`config.mk`:
```
export PLATFORM = sky130hd
export DESIGN_NAME = monochrome_page_packer
export DESIGN_NICKNAME = d
export VERILOG_FILES = /design/src/hw/rtl/mpp_pkg.sv /design/src/hw/rtl/mpp_ram.sv /design/src/hw/rtl/monochrome_page_packer.sv
export SDC_FILE = /design/constraint.sdc
export NUM_CORES = 1
export LEC_CHECK = 0
export BUFFER_PORTS_ARGS = -buffer_cell sky130_fd_sc_hd__buf_2
export CORE_ASPECT_RATIO = 0.6
export CORE_MARGIN = 2
export CORE_UTILIZATION = 52
export DETAILED_ROUTE_END_ITERATION = 16
export GPL_TIMING_DRIVEN = 0
export PLACE_DENSITY = 0.68
export REMOVE_ABC_BUFFERS = 1
export SYNTH_ARGS = -nofsm -noshare
export SYNTH_HDL_FRONTEND = slang
export SYNTH_SLANG_ARGS = --single-unit
```
`constraint.sdc`:
```
create_clock -name clk -period 18.85 [get_ports clk]
set_input_delay 0.9425 -clock clk [delete_from_list [all_inputs] [get_ports clk]]
set_output_delay 0.9425 -clock clk [all_outputs]
set_load 0.03 [all_outputs]
```
`src/hw/rtl/mpp_pkg.sv`:
```
// Shared constants and types for the monochrome page packer.
package mpp_pkg;

  // Default image limits
  localparam int MAX_COLUMNS_DEF = 128;
  localparam int MAX_ROWS_DEF    = 64;

  // Rows in one page band
  localparam int BAND_ROWS = 8;

  // Register reset values
  localparam logic [7:0] WHITE_VALUE_RST   = 8'd1;
  localparam logic [6:0] IMAGE_ROWS_RST    = 7'd64;
  localparam logic [7:0] IMAGE_COLUMNS_RST = 8'd128;

  // Configuration register index (word address)
  typedef enum logic [1:0] {
    REG_WHITE_VALUE   = 2'd0,
    REG_IMAGE_ROWS    = 2'd1,
    REG_IMAGE_COLUMNS = 2'd2
  } reg_index_t;

endpackage

```
`src/hw/rtl/mpp_ram.sv`:
```
// Generic single-port-write, single-port-read RAM with registered read data.
module mpp_ram #(
  parameter int WIDTH = 8,
  parameter int DEPTH = 128
) (
  input  logic                     clk,
  input  logic                     we,
  input  logic [$clog2(DEPTH)-1:0] waddr,
  input  logic [WIDTH-1:0]         wdata,
  input  logic                     re,
  input  logic [$clog2(DEPTH)-1:0] raddr,
  output logic [WIDTH-1:0]         rdata
);

  logic [WIDTH-1:0] mem [DEPTH];

  always_ff @(posedge clk) begin
    if (we) begin
      mem[waddr] <= wdata;
    end
    if (re) begin
      rdata <= mem[raddr];
    end
  end

endmodule

```
`src/hw/rtl/monochrome_page_packer.sv`:
```
// Top level of the monochrome page packer: pixel stream in, page column bytes out.
//
//  channel | dir | handshake                 | beat content
//  --------+-----+---------------------------+------------------------------------------
//  s_*     | in  | s_tvalid / s_tready       | s_tdata[7:0] pixel
//  m_*     | out | m_tvalid / m_tready       | m_tdata byte, page, column; m_tlast = image done
//  apb     | in  | psel, penable, pready = 1 | white_value, image_rows, image_columns
//
//  One pixel beat per cycle unless stalled; bytes leave via stage A and the output register.
//  Stage A holds the column byte read from the band RAM (one read, one write port);
//  a byte written by the beat just ahead to the same column is forwarded past the RAM.
//  rst clears the row and column counters and the pipeline valids; band RAM is not
//  cleared, as the first row of every band starts each column byte fresh.
//  s_tready drops only while stage A holds a finished byte and the output beat is stalled.
module monochrome_page_packer
  import mpp_pkg::*;
#(
  parameter int MAX_COLUMNS = MAX_COLUMNS_DEF,
  parameter int MAX_ROWS    = MAX_ROWS_DEF
) (
  input  logic        clk,
  input  logic        rst,
  // pixel stream
  input  logic        s_tvalid,
  output logic        s_tready,
  input  logic [7:0]  s_tdata,   // [7:0] pixel
  // packed byte stream
  output logic        m_tvalid,
  input  logic        m_tready,
  output logic [23:0] m_tdata,   // [7:0] packed_byte, [10:8] page, [17:11] column, rest zero
  output logic        m_tlast,   // image_done
  // configuration
  input  logic        psel,
  input  logic        penable,
  input  logic        pwrite,
  input  logic [3:0]  paddr,
  input  logic [31:0] pwdata,
  output logic [31:0] prdata,
  output logic        pready
);

  localparam int ROW_W  = $clog2(MAX_ROWS);
  localparam int COL_W  = $clog2(MAX_COLUMNS);
  localparam int RCNT_W = $clog2(MAX_ROWS + 1);
  localparam int CCNT_W = $clog2(MAX_COLUMNS + 1);
  localparam int RCMP_W = (RCNT_W > 7) ? RCNT_W : 7;
  localparam int CCMP_W = (CCNT_W > 8) ? CCNT_W : 8;

  // ---------------------------------------------------------------- registers
  logic [7:0] white_value;
  logic [6:0] image_rows;
  logic [7:0] image_columns;

  logic             cfg_write;
  reg_index_t       cfg_sel;

  assign pready    = 1'b1;
  assign cfg_sel   = reg_index_t'(paddr[3:2]);
  assign cfg_write = psel && penable && pwrite && pready;

  always_ff @(posedge clk) begin
    if (rst) begin
      white_value   <= WHITE_VALUE_RST;
      image_rows    <= IMAGE_ROWS_RST;
      image_columns <= IMAGE_COLUMNS_RST;
    end else if (cfg_write) begin
      case (cfg_sel)
        REG_WHITE_VALUE:   white_value   <= pwdata[7:0];
        REG_IMAGE_ROWS:    image_rows    <= pwdata[6:0];
        REG_IMAGE_COLUMNS: image_columns <= pwdata[7:0];
        default: ;
      endcase
    end
  end

  always_comb begin
    case (cfg_sel)
      REG_WHITE_VALUE:   prdata = {24'd0, white_value};
      REG_IMAGE_ROWS:    prdata = {25'd0, image_rows};
      REG_IMAGE_COLUMNS: prdata = {24'd0, image_columns};
      default:           prdata = 32'd0;
    endcase
  end

  // Clamp the image size into 1..MAX
  logic [RCMP_W-1:0] rows_cfg;
  logic [CCMP_W-1:0] cols_cfg;
  logic [RCNT_W-1:0] rows_eff;
  logic [CCNT_W-1:0] cols_eff;

  assign rows_cfg = RCMP_W'(image_rows);
  assign cols_cfg = CCMP_W'(image_columns);

  always_comb begin
    if (rows_cfg == '0) begin
      rows_eff = RCNT_W'(1);
    end else if (rows_cfg > RCMP_W'(MAX_ROWS)) begin
      rows_eff = RCNT_W'(MAX_ROWS);
    end else begin
      rows_eff = RCNT_W'(rows_cfg);
    end
    if (cols_cfg == '0) begin
      cols_eff = CCNT_W'(1);
    end else if (cols_cfg > CCMP_W'(MAX_COLUMNS)) begin
      cols_eff = CCNT_W'(MAX_COLUMNS);
    end else begin
      cols_eff = CCNT_W'(cols_cfg);
    end
  end

  // ---------------------------------------------------------------- pipeline control
  logic             adv;
  logic             accept;
  logic             a_valid;
  logic             a_band_end;
  logic             o_valid;

  // Stage A moves on unless it holds a finished byte that the output cannot take
  assign adv      = !a_valid || !a_band_end || !o_valid || m_tready;
  assign s_tready = adv;
  assign accept   = s_tvalid && adv;

  // ---------------------------------------------------------------- position counters
  logic [ROW_W-1:0]  row_count;
  logic [COL_W-1:0]  col_count;
  logic [ROW_W-1:0]  row_count_next;
  logic [COL_W-1:0]  col_count_next;
  logic [ROW_W-1:0]  r_cur;
  logic [COL_W-1:0]  c_cur;
  logic [RCNT_W-1:0] r_inc;
  logic [CCNT_W-1:0] c_inc;
  logic              last_row;
  logic              last_col;
  logic [31:0]       r_wide;
  logic [31:0]       c_wide;

  always_comb begin
    // Restart a counter left beyond a smaller image
    r_cur    = (RCNT_W'(row_count) >= rows_eff) ? '0 : row_count;
    c_cur    = (CCNT_W'(col_count) >= cols_eff) ? '0 : col_count;
    r_inc    = RCNT_W'(r_cur) + RCNT_W'(1);
    c_inc    = CCNT_W'(c_cur) + CCNT_W'(1);
    last_row = (r_inc == rows_eff);
    last_col = (c_inc == cols_eff);
    r_wide   = 32'(r_cur);
    c_wide   = 32'(c_cur);

    if (last_col) begin
      col_count_next = '0;
      row_count_next = last_row ? '0 : ROW_W'(r_inc);
    end else begin
      col_count_next = COL_W'(c_inc);
      row_count_next = r_cur;
    end
  end

  always_ff @(posedge clk) begin
    if (rst) begin
      row_count <= '0;
      col_count <= '0;
    end else if (accept) begin
      row_count <= row_count_next;
      col_count <= col_count_next;
    end
  end

  // ---------------------------------------------------------------- band RAM
  logic [COL_W-1:0] a_col;
  logic [7:0]       ram_rdata;
  logic [7:0]       band_byte;
  logic             ram_we;

  assign ram_we = adv && a_valid;

  mpp_ram #(
    .WIDTH (8),
    .DEPTH (MAX_COLUMNS)
  ) u_band_ram (
    .clk   (clk),
    .we    (ram_we),
    .waddr (a_col),
    .wdata (band_byte),
    .re    (accept),
    .raddr (c_cur),
    .rdata (ram_rdata)
  );

  // ---------------------------------------------------------------- stage A
  logic [2:0] a_sub;
  logic       a_lit;
  logic       a_done;
  logic [2:0] a_page;
  logic [6:0] a_column;
  logic       fwd_hit;
  logic [7:0] fwd_data;
  logic [7:0] band_base;

  always_ff @(posedge clk) begin
    if (rst) begin
      a_valid <= 1'b0;
      fwd_hit <= 1'b0;
    end else if (adv) begin
      a_valid <= s_tvalid;
      // The RAM reads old data when a write to the same column lands on the same edge
      fwd_hit <= a_valid && s_tvalid && (a_col == c_cur);
    end
  end

  always_ff @(posedge clk) begin
    if (adv) begin
      fwd_data   <= band_byte;
      a_col      <= c_cur;
      a_sub      <= r_wide[2:0];
      a_lit      <= (s_tdata == white_value);
      a_band_end <= (r_wide[2:0] == 3'(BAND_ROWS - 1)) || last_row;
      a_done     <= last_row && last_col;
      a_page     <= r_wide[5:3];
      a_column   <= c_wide[6:0];
    end
  end

  // First row of a band starts the column byte fresh
  always_comb begin
    if (a_sub == 3'd0) begin
      band_base = 8'd0;
    end else if (fwd_hit) begin
      band_base = fwd_data;
    end else begin
      band_base = ram_rdata;
    end
    band_byte = band_base | (a_lit ? (8'd1 << a_sub) : 8'd0);
  end

  // ---------------------------------------------------------------- output register
  logic       o_valid_next;
  logic       o_load;
  logic [7:0] o_byte;
  logic [2:0] o_page;
  logic [6:0] o_column;
  logic       o_last;

  assign o_load = adv && a_valid && a_band_end;

  always_comb begin
    if (o_load) begin
      o_valid_next = 1'b1;
    end else if (m_tready) begin
      o_valid_next = 1'b0;
    end else begin
      o_valid_next = o_valid;
    end
  end

  always_ff @(posedge clk) begin
    if (rst) begin
      o_valid <= 1'b0;
    end else begin
      o_valid <= o_valid_next;
    end
  end

  always_ff @(posedge clk) begin
    if (o_load) begin
      o_byte   <= band_byte;
      o_page   <= a_page;
      o_column <= a_column;
      o_last   <= a_done;
    end
  end

  assign m_tvalid = o_valid;
  assign m_tdata  = {6'd0, o_column, o_page, o_byte};
  assign m_tlast  = o_last;

  // ---------------------------------------------------------------- checks
  a_stall_only_on_output : assert property (@(posedge clk) disable iff (rst)
    !s_tready |-> (m_tvalid && !m_tready))
    else $error("input stalled while output free");

  a_no_beat_mid_band : assert property (@(posedge clk) disable iff (rst)
    (a_valid && !a_band_end && !(m_tvalid && !m_tready)) |=> !m_tvalid)
    else $error("output beat from a pixel inside a band");

  a_forward_same_col : assert property (@(posedge clk) disable iff (rst)
    (accept && a_valid && (a_col == c_cur)) |=> (fwd_hit && fwd_data == $past(band_byte)))
    else $error("column byte not forwarded past RAM write");

  a_hold_on_stall : assert property (@(posedge clk) disable iff (rst)
    (a_valid && a_band_end && !adv) |=> (a_valid && $stable(a_col) && $stable(a_sub)))
    else $error("stage A lost a finished byte during stall");

endmodule
```
==> impl_table.tex <==
\begin{tabular}{lr}
\hline
Metric & Value \\
\hline
\multicolumn{2}{l}{\textbf{Critical path}} \\
Critical path start-end classification & reg -> reg \\
WP data required & 19.13 ns \\
Largest fanout on the critical path & 50 \\
CP Capture Type & flip-flop \\
Reg2Reg Setup Slack & 10.68 ns \\
R2r endpoint & u\_band\_ram.rdata[2]\$\_DFFE\_PP\_ \\
Worst r2r src & col\_count[0]\$\_SDFFE\_PP0P\_ \\
Crit path cell chain & clkinv\_2, buf\_12, ha\_1, and3\_1, o21ai\_2, a21o\_2, nand2\_1, inv\_1, o221ai\_1, a21oi\_1, o22ai\_1, or3\_1, a2111oi\_0 \\
Maximum single-stage delay on the critical path & 1.25 ns \\
CP bufs+invs & 3 \\
Number of cells on the worst reg-to-reg path & 13 \\
Cell with the largest stage delay on the worst path & sky130\_fd\_sc\_hd\_\_a2111oi\_0 \\
Crit. Startpoint & col\_count[0]\$\_SDFFE\_PP0P\_ \\
CP delay by family, top & compound AO/OA/AOI/OAI gates \\
Startpoint kind of the worst setup timing path & flip-flop \\
Worst EP arrival & 8.45 ns \\
\multicolumn{2}{l}{\textbf{STA}} \\
Max transition margin & -0.01200 \\
Setup Viol. Count Final & 0 \\
Final worst clock skew & 0.03129 ns \\
Worst Max-Slew Pin Slew & 1.480 ns \\
Max-slew violations & 18 \\
Endpoints failing hold & 0 \\
Upper clock frequency limit & 0.1223 GHz \\
Final critical-path required period & 8.174 ns \\
Final period util & 0.4336 \\
Unrepaired setup endpoints after global routing & no \\
\multicolumn{2}{l}{\textbf{Job}} \\
Reported max-cap violation count & 3 \\
\multicolumn{2}{l}{\textbf{Global routing}} \\
Largest net degree at the start of global routing & 75 \\
Overflow left after global routing & 0 \\
Via count of the first global-routing pass & 26699 \\
Antenna violations before repair & 5 \\
First-pass GRT wire length & 178200 um \\
Global-route usage over all layers & 0.2733 \\
\multicolumn{2}{l}{\textbf{Floorplanning}} \\
Core Box Area & 0.08609 mm\^{}2 \\
Vert. Die Dim & 233.0 um \\
Die Area & 0.08985 mm\^{}2 \\
Site row count & 83 \\
Effective utilization at floorplan & 0.5279 \\
Top-level port count & 111 \\
Die X-Extent & 385.7 um \\
\multicolumn{2}{l}{\textbf{CTS}} \\
Total number of H-tree levels & 3 \\
Clock transition at the registers of the reported paths & 0.06 ns \\
Post-cts resize count & 0 \\
CTS root buffer & sky130\_fd\_sc\_hd\_\_clkbuf\_16 \\
Maximum count of clock buffers along a single path & 3 \\
CTS Sinks & 1114 \\
Clock buffer count from CTS & 93 \\
Clock insertion delay at the later pin of the skew report & 0.71 ns \\
Hold\_buf cts & 0 \\
CTS tree & done \\
Post-CTS Repair Setup Buffers & 0 \\
\multicolumn{2}{l}{\textbf{Detailed routing}} \\
Highest metal layer with signal wires & met4 \\
Met3 routed WL & 18300 um \\
Initial detailed-routing violation count & 4369 \\
DRC Markers & 0 \\
Total iterations of the first detailed-routing run & 6 \\
Met2 wire length & 51840 um \\
Routed vias/inst & 6.607 \\
Remaining antenna violation count after routing & 0 \\
Post-route met1 wirelength & 50380 um \\
Wire length reported by the detailed router & 123300 um \\
Wire length per cell & 28.93 um \\
Total number of vias & 28152 \\
\multicolumn{2}{l}{\textbf{Placement}} \\
Routability cong. & 0.8755 \\
Count of input and output buffers & 53 \\
DP HPWL & 81570 um \\
\multicolumn{2}{l}{\textbf{Finish}} \\
Utilization after layout & 0.5885 \\
Fraction of final layout cells with drive strength greater than 1 & 0.1285 \\
Area added between synthesis and finish & 11.49\% \\
Number of fill cells & 6339 \\
Final-stage net count & 3109 \\
\multicolumn{2}{l}{\textbf{Hold path}} \\
Hold EP & o\_page[0]\$\_DFFE\_PP\_ \\
Hold path startpoint & a\_page[0]\$\_DFFE\_PN\_ \\
Hold Path Cell Cnt & 0 \\
Hold Crit Class & reg -> reg \\
\multicolumn{2}{l}{\textbf{Yosys}} \\
Number of unique standard cell types used by synthesis & 86 \\
Fraction of registers with async set or reset after synthesis & 0 \\
Synth Instances & 3013 \\
Total of flip-flops plus latches after synthesis & 1114 \\
Main synth FF type & sky130\_fd\_sc\_hd\_\_edfxtp\_1 \\
Cell area after technology mapping & 0.04544 mm\^{}2 \\
Sequential element share of the synthesized area & 0.7275 \\
Fraction of synthesized cell area taken by the top area cell type & 0.7103 \\
Cell taking the most area after synthesis & sky130\_fd\_sc\_hd\_\_edfxtp\_1 \\
Largest cells by area after synthesis & sky130\_fd\_sc\_hd\_\_edfxtp\_1 71\%, sky130\_fd\_sc\_hd\_\_mux2i\_1 3.7\%, sky130\_fd\_sc\_hd\_\_nor2\_1 2.4\% \\
Number of flops mapped to enable cells by yosys & 1075 \\
Synthesized area per cell & 15.08 um\^{}2 \\
Synth warn & 0 \\
\multicolumn{2}{l}{\textbf{Pwr}} \\
Design Power & 0.004744 W \\
Cell area power density & 93.64 mW/mm\^{}2 \\
Worst supply voltage drop on vdd & 0.00007147 V \\
Leakage power of the design & 15.93 nW \\
\multicolumn{2}{l}{\textbf{Run status}} \\
Run status & finished with violations \\
Violations in the final reports & max-capacitance violations, max-slew violations \\
\hline
\end{tabular}
[per-stage QoR]
stage               instances  TNS [ns]  hold WS [ns]  instance area (um^2)  setup WS (ns)
finish                   4261         0        0.4274                 50670          10.68
global placement         4029   -173.18        0.4173                 46220         -7.280
floorplan                2829         0        0.4003                 44520          2.160
global route             4259         0        0.4296                 50660          10.68
detailed placement       4094         0        0.4104                 47830          10.45
CTS                      4259         0        0.4291                 50650          10.40
[cells in the final DEF, fill, tap and decap left out, drive strengths merged, types with 11 or more instances in the layout]
cell     instances
conb            31
or3             37
nor3            44
o21a            22
a211oi          55
nand2          127
a22oi           32
a31oi           16
clkbuf         119
and2            31
a221oi          26
nor2           291
mux2i          170
and3            13
o32ai           19
dfxtp           39
inv             29
o31ai           23
o2bb2ai         12
or2             13
clkinv          39
edfxtp        1075
o221ai          59
a21oi           71
mux2            92
nand3           49
buf            117
ha              16
nand2b          21
or4             12
xnor2           18
nand4           27
o22ai          117
o21ai          103
nor2b           11
o2111ai         16
[synthesized netlist by cell type (23+ instances only)]
master,count
sky130_fd_sc_hd__a22oi_1,32
sky130_fd_sc_hd__nand3_1,47
sky130_fd_sc_hd__a221oi_1,26
sky130_fd_sc_hd__o221ai_1,59
sky130_fd_sc_hd__nor3_1,42
sky130_fd_sc_hd__buf_2,66
sky130_fd_sc_hd__and2_1,31
sky130_fd_sc_hd__inv_1,23
sky130_fd_sc_hd__mux2_2,92
sky130_fd_sc_hd__mux2i_1,170
sky130_fd_sc_hd__a21oi_1,70
sky130_fd_sc_hd__dfxtp_1,39
sky130_fd_sc_hd__nand4_1,27
sky130_fd_sc_hd__nor2_1,290
sky130_fd_sc_hd__o21ai_0,100
sky130_fd_sc_hd__buf_4,39
sky130_fd_sc_hd__a211oi_1,55
sky130_fd_sc_hd__clkbuf_1,85
sky130_fd_sc_hd__o22ai_1,117
sky130_fd_sc_hd__edfxtp_1,1075
sky130_fd_sc_hd__or3_1,36
sky130_fd_sc_hd__nand2_1,126
[worst max path at each step]
stage	depth (start not counted)	to	slack, ns
after floorplan	17	row_count[3]$_SDFFE_PP0P_	2.16
after global placement	17	col_count[0]$_SDFFE_PP0P_	-7.28
after detailed placement	18	row_count[2]$_SDFFE_PP0P_	10.45
after CTS	12	u_band_ram.rdata[3]$_DFFE_PP_	10.40
after global routing	13	u_band_ram.rdata[2]$_DFFE_PP_	10.68
final	13	u_band_ram.rdata[2]$_DFFE_PP_	10.68
[routing by layer]
metal / vias to the layer above / global-route usage
met1: 14056 / 0.4076
met4: 0 / 0.06858
met2: 1952 / 0.3806
met5: - / 0
met3: 217 / 0.09702
li1: 11927 / -
[cells by family (layout without fill, tap and decap cells)]
logic type / Yosys count / count (layout) / share of synthesized area
flops: 1114 / 1114 / 0.7275
simple gates: 706 / 706 / 0.07395
compound gates: 638 / 638 / 0.09851
mux: 272 / 272 / 0.06520
buf+inv: 239 / 309 / 0.02494
xor+xnor: 26 / 26 / 0.005314
fa+ha+maj: 16 / 16 / 0.004405
other cells: 2 / 33 / 0.0001653
[sequential cells by signal, summed over array words and instances (netlist names)]
name	flops
o_column	7
fwd_data	8
image_rows	7
o_byte	8
a_sub	3
a_band_end	1
white_value	8
a_page	3
a_done	1
a_valid	1
cols_cfg	8
a_lit	1
o_page	3
row_count	6
u_band_ram.mem	1024
u_band_ram.rdata	8
a_column	7
m_tlast	1
m_tvalid	1
col_count	7
fwd_hit	1
[area by class of cell]
type / count / area [um^2] / share of cell area
antenna: 2 / 5.005 / 0.00009878
clock buffer: 119 / 2509 / 0.04951
clock inverter: 46 / 309.0 / 0.006100
inverter: 26 / 98.84 / 0.001951
multi-input combinational: 1689 / 11560 / 0.2282
sequential: 1114 / 33070 / 0.6527
tap: 1147 / 1435 / 0.02832
timing repair buffer: 118 / 1675 / 0.03307
[where the power goes]
part / switching, W / internal, W / leakage, nW / total (W)
registers: 0.0000115 / 0.00268 / 10.2 / 0.00269
logic: 0.000135 / 0.0000684 / 4.38 / 0.000204
clock network: 0.000869 / 0.000981 / 1.38 / 0.00185
(Power assumes the default switching activity.)
